[src/rtl/lhbp_pkg.sv]
// ---------------------------------------------------------------------------
// lhbp_pkg
// types, constants and helpers shared by the local history branch predictor
// ---------------------------------------------------------------------------
`timescale 1ns / 1ps
`default_nettype none

package lhbp_pkg;

  localparam int ENTRY_W          = 4;
  localparam int INDEX_CODES      = 1 << ENTRY_W;
  localparam int MISS_W           = 16;
  localparam int HIST_OUT_W       = 3;
  localparam int CTR_W            = 2;
  localparam int DEF_NUM_ENTRIES  = 16;
  localparam int DEF_HISTORY_BITS = 3;

  localparam logic [MISS_W-1:0] MISS_MAX = '1;
  localparam logic [CTR_W-1:0]  CTR_MAX  = 2'd3;
  localparam logic [CTR_W-1:0]  CTR_MIN  = 2'd0;

  typedef logic [CTR_W-1:0] ctr_t;

  typedef struct packed {
    logic [ENTRY_W-1:0] entry_index;
    logic               taken;
  } upd_item_t;

  typedef struct packed {
    logic                  predicted_taken;
    logic                  mispredicted;
    logic [MISS_W-1:0]     miss_total;
    logic [HIST_OUT_W-1:0] history_used;
  } res_item_t;

  // one saturating step toward the outcome
  function automatic ctr_t ctr_step(input ctr_t ctr, input logic taken);
    ctr_t r;
    r = ctr;
    if (taken) begin
      if (ctr != CTR_MAX) r = ctr + 2'd1;
    end else begin
      if (ctr != CTR_MIN) r = ctr - 2'd1;
    end
    return r;
  endfunction

endpackage

`default_nettype wire

[src/rtl/lhbp_ctr_store.sv]
// ---------------------------------------------------------------------------
// lhbp_ctr_store
// pattern counter memory with registered read, write forwarding and a
// clearing sweep after reset
// ---------------------------------------------------------------------------
`timescale 1ns / 1ps
`default_nettype none

module lhbp_ctr_store
  import lhbp_pkg::*;
#(
  parameter int DEPTH  = DEF_NUM_ENTRIES << DEF_HISTORY_BITS,
  parameter int ADDR_W = $clog2(DEPTH)
) (
  input  wire logic              clk,
  input  wire logic              rst,
  input  wire logic              rd_en,
  input  wire logic [ADDR_W-1:0] rd_addr,
  input  wire logic              wr_en,
  input  wire logic [ADDR_W-1:0] wr_addr,
  input  wire ctr_t              wr_data,
  output ctr_t                   rd_data,
  output logic                   busy
);

  localparam logic [ADDR_W-1:0] LAST_ADDR = ADDR_W'(DEPTH - 1);

  ctr_t              mem [DEPTH];
  ctr_t              mem_q;
  logic              fwd_hit;
  ctr_t              fwd_data;
  logic [ADDR_W-1:0] clr_addr;

  // clearing sweep, one counter a cycle
  always_ff @(posedge clk) begin
    if (rst) begin
      busy     <= 1'b1;
      clr_addr <= '0;
    end else if (busy) begin
      if (clr_addr == LAST_ADDR) busy <= 1'b0;
      clr_addr <= clr_addr + 1'b1;
    end
  end

  always_ff @(posedge clk) begin
    if (busy) begin
      mem[clr_addr] <= CTR_MIN;
    end else if (wr_en) begin
      mem[wr_addr] <= wr_data;
    end
  end

  // a write at the same edge as the read is not seen by the array read
  always_ff @(posedge clk) begin
    if (rd_en) begin
      mem_q    <= mem[rd_addr];
      fwd_hit  <= wr_en && (wr_addr == rd_addr);
      fwd_data <= wr_data;
    end
  end

  assign rd_data = fwd_hit ? fwd_data : mem_q;

endmodule

`default_nettype wire

[src/rtl/local_history_branch_predictor.sv]
// ---------------------------------------------------------------------------
// local_history_branch_predictor
// two-level local history branch predictor with 2-bit pattern counters
// ---------------------------------------------------------------------------
// usage:
//   update channel (upd_valid / upd_stall / upd) carries one item per branch
//   outcome: table entry index and actual outcome. result channel
//   (res_valid / res_stall / res) returns one item per update: prediction
//   made before the update, mispredict flag, entry miss count (saturating)
//   and the history pattern that picked the counter.
//   a result passes the update stage register, then the result register;
//   one item per cycle unless res_stall or the reset sweep holds it. the
//   counter memory read is issued at the accept edge and written back as
//   the item leaves the update stage, with forwarding on the history and
//   counter paths so back-to-back items on one entry are exact.
//   reset: history and miss tables clear at once; a sweep clears the
//   NUM_ENTRIES * 2**HISTORY_BITS counters while upd_stall stays high.
//   stalls: when res_stall holds a result, the item in the update stage
//   waits, and upd_stall rises only if that stage is full.
// ---------------------------------------------------------------------------
`timescale 1ns / 1ps
`default_nettype none

module local_history_branch_predictor
  import lhbp_pkg::*;
#(
  parameter int NUM_ENTRIES  = DEF_NUM_ENTRIES,
  parameter int HISTORY_BITS = DEF_HISTORY_BITS
) (
  input  wire logic      clk,
  input  wire logic      rst,
  input  wire logic      upd_valid,
  output logic           upd_stall,
  input  wire upd_item_t upd,
  output logic           res_valid,
  input  wire logic      res_stall,
  output res_item_t      res
);

  localparam int IDX_W     = (NUM_ENTRIES > 1) ? $clog2(NUM_ENTRIES) : 1;
  localparam int CTR_DEPTH = NUM_ENTRIES << HISTORY_BITS;
  localparam int CADDR_W   = $clog2(CTR_DEPTH);

  typedef logic [HISTORY_BITS-1:0] hist_t;
  typedef logic [IDX_W-1:0]        idx_t;

  // entry index reduction, a constant table over the input codes
  idx_t idx_lut [INDEX_CODES];
  for (genvar g = 0; g < INDEX_CODES; g++) begin : g_idx_lut
    assign idx_lut[g] = IDX_W'(g % NUM_ENTRIES);
  end

  // local history and miss counts per entry
  hist_t             hist_tab [NUM_ENTRIES];
  logic [MISS_W-1:0] miss_tab [NUM_ENTRIES];

  // update stage
  logic  s1_valid;
  idx_t  s1_idx;
  logic  s1_taken;
  hist_t s1_hist;
  logic  s1_fire;

  // accept side
  logic               upd_accept;
  idx_t               in_idx;
  hist_t              in_hist;
  logic [CADDR_W-1:0] rd_addr;
  logic [CADDR_W-1:0] wr_addr;
  logic               ctr_busy;
  ctr_t               ctr_rd;

  // update stage results
  logic              pred;
  logic              miss;
  logic [MISS_W-1:0] miss_old;
  logic [MISS_W-1:0] miss_new;
  ctr_t              ctr_new;
  hist_t             hist_new;

  assign s1_fire    = s1_valid && (!res_valid || !res_stall);
  assign upd_stall  = ctr_busy || (s1_valid && !s1_fire);
  assign upd_accept = upd_valid && !upd_stall;

  // history lookup, with the update leaving the stage this cycle forwarded
  assign in_idx  = idx_lut[upd.entry_index];
  assign in_hist = (s1_fire && (s1_idx == in_idx)) ? hist_new : hist_tab[in_idx];
  assign rd_addr = CADDR_W'({in_idx, in_hist});
  assign wr_addr = CADDR_W'({s1_idx, s1_hist});

  lhbp_ctr_store #(
    .DEPTH  (CTR_DEPTH),
    .ADDR_W (CADDR_W)
  ) u_ctr_store (
    .clk     (clk),
    .rst     (rst),
    .rd_en   (upd_accept),
    .rd_addr (rd_addr),
    .wr_en   (s1_fire),
    .wr_addr (wr_addr),
    .wr_data (ctr_new),
    .rd_data (ctr_rd),
    .busy    (ctr_busy)
  );

  // prediction and update; miss count reads the table directly since the
  // item ahead has already written it back
  always_comb begin
    pred     = ctr_rd[1];
    miss     = pred != s1_taken;
    miss_old = miss_tab[s1_idx];
    miss_new = (miss && (miss_old != MISS_MAX)) ? miss_old + 1'b1 : miss_old;
    ctr_new  = ctr_step(ctr_rd, s1_taken);
    hist_new = HISTORY_BITS'({s1_hist, s1_taken});
  end

  always_ff @(posedge clk) begin
    if (rst) begin
      s1_valid <= 1'b0;
    end else if (upd_accept) begin
      s1_valid <= 1'b1;
    end else if (s1_fire) begin
      s1_valid <= 1'b0;
    end
  end

  always_ff @(posedge clk) begin
    if (upd_accept) begin
      s1_idx   <= in_idx;
      s1_taken <= upd.taken;
      s1_hist  <= in_hist;
    end
  end

  // table write-back
  always_ff @(posedge clk) begin
    if (rst) begin
      for (int i = 0; i < NUM_ENTRIES; i++) begin
        hist_tab[i] <= '0;
        miss_tab[i] <= '0;
      end
    end else if (s1_fire) begin
      hist_tab[s1_idx] <= hist_new;
      miss_tab[s1_idx] <= miss_new;
    end
  end

  // result register
  always_ff @(posedge clk) begin
    if (rst) begin
      res_valid <= 1'b0;
    end else if (s1_fire) begin
      res_valid <= 1'b1;
    end else if (!res_stall) begin
      res_valid <= 1'b0;
    end
  end

  always_ff @(posedge clk) begin
    if (s1_fire) begin
      res.predicted_taken <= pred;
      res.mispredicted    <= miss;
      res.miss_total      <= miss_new;
      res.history_used    <= HIST_OUT_W'(s1_hist);
    end
  end

  // no item enters while the counter memory is being cleared
  a_no_accept_in_clear: assert property (@(posedge clk) disable iff (rst)
    ctr_busy |-> upd_stall)
    else $error("item accepted during counter clear");

  // a finished update always lands in the result register
  a_fire_shows_result: assert property (@(posedge clk) disable iff (rst)
    s1_fire |=> res_valid)
    else $error("update left stage without a result");

  // a held update stage keeps its item
  a_stage_holds: assert property (@(posedge clk) disable iff (rst)
    (s1_valid && !s1_fire) |=> (s1_valid && $stable(s1_idx) && $stable(s1_hist)))
    else $error("held update stage changed");

  // a miss always leaves a nonzero count
  a_miss_counted: assert property (@(posedge clk) disable iff (rst)
    (res_valid && res.mispredicted) |-> (res.miss_total != '0))
    else $error("mispredict with zero miss count");

endmodule

`default_nettype wire

[config.mk]
export PLATFORM = sky130hd
export DESIGN_NAME = local_history_branch_predictor
export DESIGN_NICKNAME = d
export VERILOG_FILES = /design/src/rtl/lhbp_pkg.sv /design/src/rtl/lhbp_ctr_store.sv /design/src/rtl/local_history_branch_predictor.sv
export SDC_FILE = /design/constraint.sdc
export NUM_CORES = 1
export LEC_CHECK = 0
export BUFFER_PORTS_ARGS = -buffer_cell sky130_fd_sc_hd__buf_4
export CAP_MARGIN = 5
export CELL_PAD_IN_SITES_DETAIL_PLACEMENT = 2
export CELL_PAD_IN_SITES_GLOBAL_PLACEMENT = 2
export CORE_MARGIN = 5
export CORE_UTILIZATION = 40
export DETAILED_ROUTE_END_ITERATION = 6
export PLACE_DENSITY = 0.69
export RECOVER_POWER = 100
export SLEW_MARGIN = 30
export SYNTH_ARGS = -nofsm -noshare
export SYNTH_HDL_FRONTEND = slang
export SYNTH_HIERARCHICAL = 1
export SYNTH_SLANG_ARGS = --single-unit
[constraint.sdc]
create_clock -name clk -period 16.41 [get_ports clk]
set_clock_uncertainty 0.1 [all_clocks]
set_input_delay 3.282 -clock clk [delete_from_list [all_inputs] [get_ports clk]]
set_output_delay 3.282 -clock clk [all_outputs]
set_load 0.02 [all_outputs]
After elaboration in Yosys (flattened, before gate mapping)
Memories as Yosys holds them, arrays and structs flattened. A register that Yosys moved wholly into a read port is not among the register bits.
Cells that the tools add are included.
- memories: 4
- memory bits (writable): 560
- output and inout port bits: 23
- logic and storage cells: 80
- bits in read-only memories: 64
- flip-flop bits (word level): 42
- input bits: 9
- memory list (memory ; words ; width ; read ports ; clocked after Yosys merged registers in ; wr ports ; line ; text):
    miss_tab ; 16 ; 16 ; 1 ; 1 ; 16 ; local_history_branch_predictor.sv:55 ; logic [MISS_W-1:0] miss_tab [NUM_ENTRIES];
    u_ctr_store.mem ; 128 ; 2 ; 1 ; 1 ; 1 ; lhbp_ctr_store.sv:28 ; ctr_t mem [DEPTH];
    (no name shown) ; 16 ; 4 ; 1 ; 0 ; 0 ; local_history_branch_predictor.sv:86 ; assign in_idx = idx_lut[upd.entry_index];
    hist_tab ; 16 ; 3 ; 1 ; 0 ; 16 ; local_history_branch_predictor.sv:54 ; hist_t hist_tab [NUM_ENTRIES];
- mux-type cells: 33
- bitwise gates (word level): 1
- $add $sub $neg: 4
- reduce and logical (&&, ||, !) cells: 17
- equality and inequality tests: 7
- $lt $le $gt $ge: 1
- operators by type and width (kind ; count):
    $mux W16 ; 2
    $mux W4 ; 5
    $mux W1 ; 18
    $add A16 B1 Y16 const B ; 1
    $ne A16 B16 Y1 const B ; 1
    $reduce_or A16 Y1 ; 1
    $mux W2 ; 5
    $add A7 B1 Y7 const B ; 1
    $eq A7 B7 Y1 ; 1
    $eq A7 B7 Y1 const B ; 1
    $mux W7 ; 1
    $logic_and A1 B1 Y1 ; 6
    $mux W3 ; 2
    $ge A5 B5 Y1 const B ; 1
    $not A4 Y5 ; 1
    $eq A4 B4 Y1 ; 1
    $logic_not A1 Y1 ; 4
    $reduce_bool A2 Y1 ; 2
    $reduce_or A3 Y1 ; 1
    $add A2 B1 Y2 const B ; 1
    $logic_or A1 B1 Y1 ; 2
    $ne A2 B1 Y1 const B ; 1
    $ne A2 B2 Y1 const B ; 1
    $reduce_or A2 Y1 ; 1
    2 further kinds ; 2

Logic depth before layout (Yosys ltp)
- word-level depth: 9
- mapped depth: 18
- gate-level depth less buffers: 11

Cells and area by module
The synthesis kept the hierarchy.
- modules (own cells, without submodules) (module ; area an instance (µm²) ; times used ; sequential area each (µm²) ; cells each):
    local_history_branch_predictor ; 15297.2 ; 1 ; 10119.7 ; 1052
    lhbp_ctr_store ; 11333.4 ; 1 ; 7997.7 ; 686

Worst setup path before layout
Ideal clock, no wire load.
- kind: input to register
- start: input res_stall
- end: register u_ctr_store.mem_q[0] (read register of u_ctr_store.mem) (data pin)
- data arrival time: 8255 ps
- cell stages on the path: 11
- path buffers: 3
- slack: 7783 ps
- data required time: 16038 ps
- library setup time: 272 ps
- cell sequence: a21boi_0 -> nand2_1 -> o21ai_0 -> clkbuf_1 -> clkbuf_1 -> buf_1 -> mux4_2 -> mux2_2 -> o22ai_1 -> nor3_1 -> or4_1
- elaborated cells on any way between the ends: 10
- classes of those cells: mux (1); reduce/logical (9)
- RTL lines (element ; line ; text):
    start: declaration ; local_history_branch_predictor.sv:36 ; input wire logic res_stall,
    $logic_not A1 Y1 ; -- ;
    $logic_or A1 B1 Y1 ; local_history_branch_predictor.sv:81 ; assign s1_fire = s1_valid && (!res_valid || !res_stall);
    $logic_and A1 B1 Y1 ; local_history_branch_predictor.sv:81 ;
    $logic_and A1 B1 Y1 ; local_history_branch_predictor.sv:87 ; assign in_hist = (s1_fire && (s1_idx == in_idx)) ? hist_new : hist_tab[in_idx];
    $mux W3 ; local_history_branch_predictor.sv:87 ;
    net in_hist[2] ; local_history_branch_predictor.sv:67 ; hist_t in_hist;
    end: declaration ; lhbp_ctr_store.sv:29 ; ctr_t mem_q;
The timed path passes the listed nets, and every way through them passes these cells.
A chain may end at the register's enable or synchronous reset.

Final worst setup path
- start: input res_stall
- end: memory u_ctr_store/mem[30][0] (netlist name) (data pin)
- longest elaborated chain between the ends: 8
- ends and longest elaborated chain (element ; line ; text):
    $logic_not A1 Y1 ; -- ;
    $logic_or A1 B1 Y1 ; local_history_branch_predictor.sv:81 ;
    $logic_and A1 B1 Y1 ; local_history_branch_predictor.sv:81 ;
    net s1_fire ; local_history_branch_predictor.sv:62 ; logic s1_fire;
    $mux W1 ; lhbp_ctr_store.sv:48 ; end else if (wr_en) begin
    $mux W1 ; lhbp_ctr_store.sv:46 ; if (busy) begin
    $mux W1 (not written as such) ; lhbp_ctr_store.sv:49 ; mem[wr_addr] <= wr_data;
    $reduce_or A2 Y1 (no line) ; -- ;
    $mux W2 (no line) ; -- ;
    end: declaration ; lhbp_ctr_store.sv:28 ;
The timed path passes the listed nets, and every way through them passes these cells.

==> flow_summary.toml <==
[layout]
fill_cells = 6296
register_area_um2 = 18100
drive_gt1_share_pct = 13.2
nNetsFinal = 1768
final_area_um2 = 29400
post-route-util_pct = 44.7
antenna_cells = 0
multi_input_area_um2 = 7710
area_growth_pct = 10.5

[power]
clockPowerShare_pct = 43.7
p_int_mw = 2.62
power_density_nw_per_um2 = 114
seq_power_share_pct = 51.5
switching_share_pct = 22.1
power_frac_comb_pct = 4.8
p_leak_nw = 9.77
power.switching_mw = 0.741
total_power_mw = 3.36
ir_worst_vdd_uv = 92.5

[worst_hold_path]
min_path_type = "flop to flop"

[run_status]
violations = "max-capacitance violations, max-slew violations"
status = "finished, violations left"

[placement]
pre_cts_slack_ns = 8.16
portBuffers = 31
place_area_um2 = 27700
dp_hpwl_um = 49300
place_congestion = 0.782

[clocking]
hold_buffers = 0
cts.clk_slew.worst_paths_ns = 0.06
insertion_delay_ns = 0.61
cts_buffers = 69
numClockSinks = 608
cts_max_level = 3
cts_tree = "built"
post_cts_resized = 0
post_cts_buffers = 0
clockBufferDepth = 3
root_buffer = "clkbuf_16"

[synth]
synth_cell_types = 72
yosysWarnings = 6
ys.flop_type = "edfxtp_1"
yosysTopAreaCell = "edfxtp_1"
synth_edf_count = 594
synth.area.top_cells = "edfxtp_1 67%, mux4_2 9.0%, nor2_1 4.6%, mux4_1 2.7%, a21oi_1 2.0%"
avgSynthCellArea_um2 = 15.3
syn_inst = 1738
ys_seq_area_share_pct = 68.0
async_reset_ff_share_pct = 0
synthesis.nets = 1749
synth_most_common_cell = "edfxtp_1"
netlist.area_leader.share_pct = 67.0
synth_commonest_cells = "594 x edfxtp_1, 323 x nor2_1, 108 x a21oi_1"
syn_area_um2 = 26600
synth_seq_cells = 608

[floorplanning]
floorplan.die_area_um2 = 71800
initial_utilization_pct = 40.4
rows = 94
pin_count = 32
fp.dieH_um = 268
die_w_um = 268
core_um2 = 65900

[grt]
antenna_found_initial = 0
grt-ovfl-total = 0
grt_pass1_wl_um = 120000
grt_pass1_vias = 17611
grtUsageTotal_pct = 22.7
grt_max_degree = 93

[route]
ant_nets = 0
wl_um = 81600
drc = 0
drt-initial-drc-count = 1251
wl_per_cell_um = 30.6
vias = 15859
drt_pass1_iterations = 6
viasPerCell = 5.94

[critical_path]
worstSetupStartpointType = "input pin"
crit_required_ns = 16.14
endpoint_kind = "flop"
critPathKind = "input pin to flop"
cp_max_fo = 92
arrival_ns = 10.97

[timing]
setup_tns_ns = 0
worst_slack_ns = 5.17
hold_violations = 0
max_freq_mhz = 89.0
slew_violations = 1042
period_share_pct = 68.5
maxSlewHeadroom_pct = -160
finalSetupViolations = 0
layout_min_cycle_time_ns = 11.24
tightest_slew_ns = 3.90
grt_setup_unrepaired = "false"

[run]
drv_cap = 39
## sequential cells by signal, summed over array words and instances (netlist names), 2 cells and up, named ones only
register,flops
u_ctr_store/fwd_data,2
miss_tab,256
s1_idx,4
hist_tab,48
res,21
s1_hist,3
u_ctr_store/mem,256
u_ctr_store/clr_addr,7
u_ctr_store/mem_q,2
## critical path, stage by stage
cell      delay, ns
clkbuf_1       0.12
a21boi_0       0.59
clkbuf_1       1.77
nor2b_1        0.80
and2_0         1.48
clkbuf_1       2.81
## cell usage in the layout (no fill, tap or decap), types with 7 or more instances in the layout
cell,instances
mux4_1,27
nor3_1,42
mux2i_1,41
clkbuf_16,70
nand2b_1,33
nor2b_1,9
a22o_1,7
nand4_1,10
and2_1,7
xor2_1,7
mux4_2,107
a22oi_1,27
xnor2_1,14
o22ai_1,8
a21oi_1,109
inv_1,17
or3_1,7
nand2_1,74
edfxtp_1,594
clkinv_2,8
nor2_1,323
clkinv_1,15
nand3_1,14
clkbuf_1,91
mux2_2,14
dfxtp_1,13
buf_4,8
## per-layer routing
metal  GRT usage, %  vias up  part of all wire, %  wire length (um)
li1               -     6707                    -                 -
met1           28.1     8613                   39             32100
met2           41.8      393                   54             43700
met3           2.95      146                  4.1              3350
met4           6.79        0                  3.0              2460
met5              0        -                    0                 0
## cell type report
cell class | instances | area share, %
timing repair buffer | 84 | 1.17
inverter | 20 | 0.255
tap | 864 | 3.67
clock buffer | 87 | 6.24
multi-input combinational | 974 | 26.2
clock inverter | 32 | 0.872
sequential | 608 | 61.6
## cells by family after synthesis
kind of cell,count (synthesis),share of synthesized area (%)
flip-flops,608,68.0
XOR/XNOR,21,0.691
AO/OA/AOI/OAI,192,4.60
AND/OR/NAND/NOR,567,9.71
adder cells (fa/ha/maj),4,0.169
multiplexers,190,13.9
buffers and inverters,156,2.91
## worst paths after layout
kind                                start                endpoint  slack, ns  cells past startpoint
worst min-delay path            res_valid                s1_valid       0.44                      2
worst min register to register  res_valid                s1_valid       0.44                      2
worst max-delay path            res_stall  u_ctr_store/mem[30][0]       5.17                      6
worst max register to register   s1_valid  u_ctr_store/mem[30][0]       7.57                      5
## power by group through the flow
stage / Sequential [mW] / Clock (mW) / Combinational, mW
after floorplan: 1.75 / 0 / 0.106
after global placement: 1.76 / 0 / 0.156
after detailed placement: 1.76 / 0 / 0.162
after CTS: 1.73 / 1.50 / 0.163
after global routing: 1.73 / 1.57 / 0.169
final: 1.73 / 1.47 / 0.161
## metrics by stage
stage	std cells	hold WS, ns
finish	2669	0.435
global route	2669	0.464
CTS	2669	0.447
detailed placement	2550	0.439
global placement	2550	0.416
floorplan	1738	0.375
(Power assumes the default switching activity.)
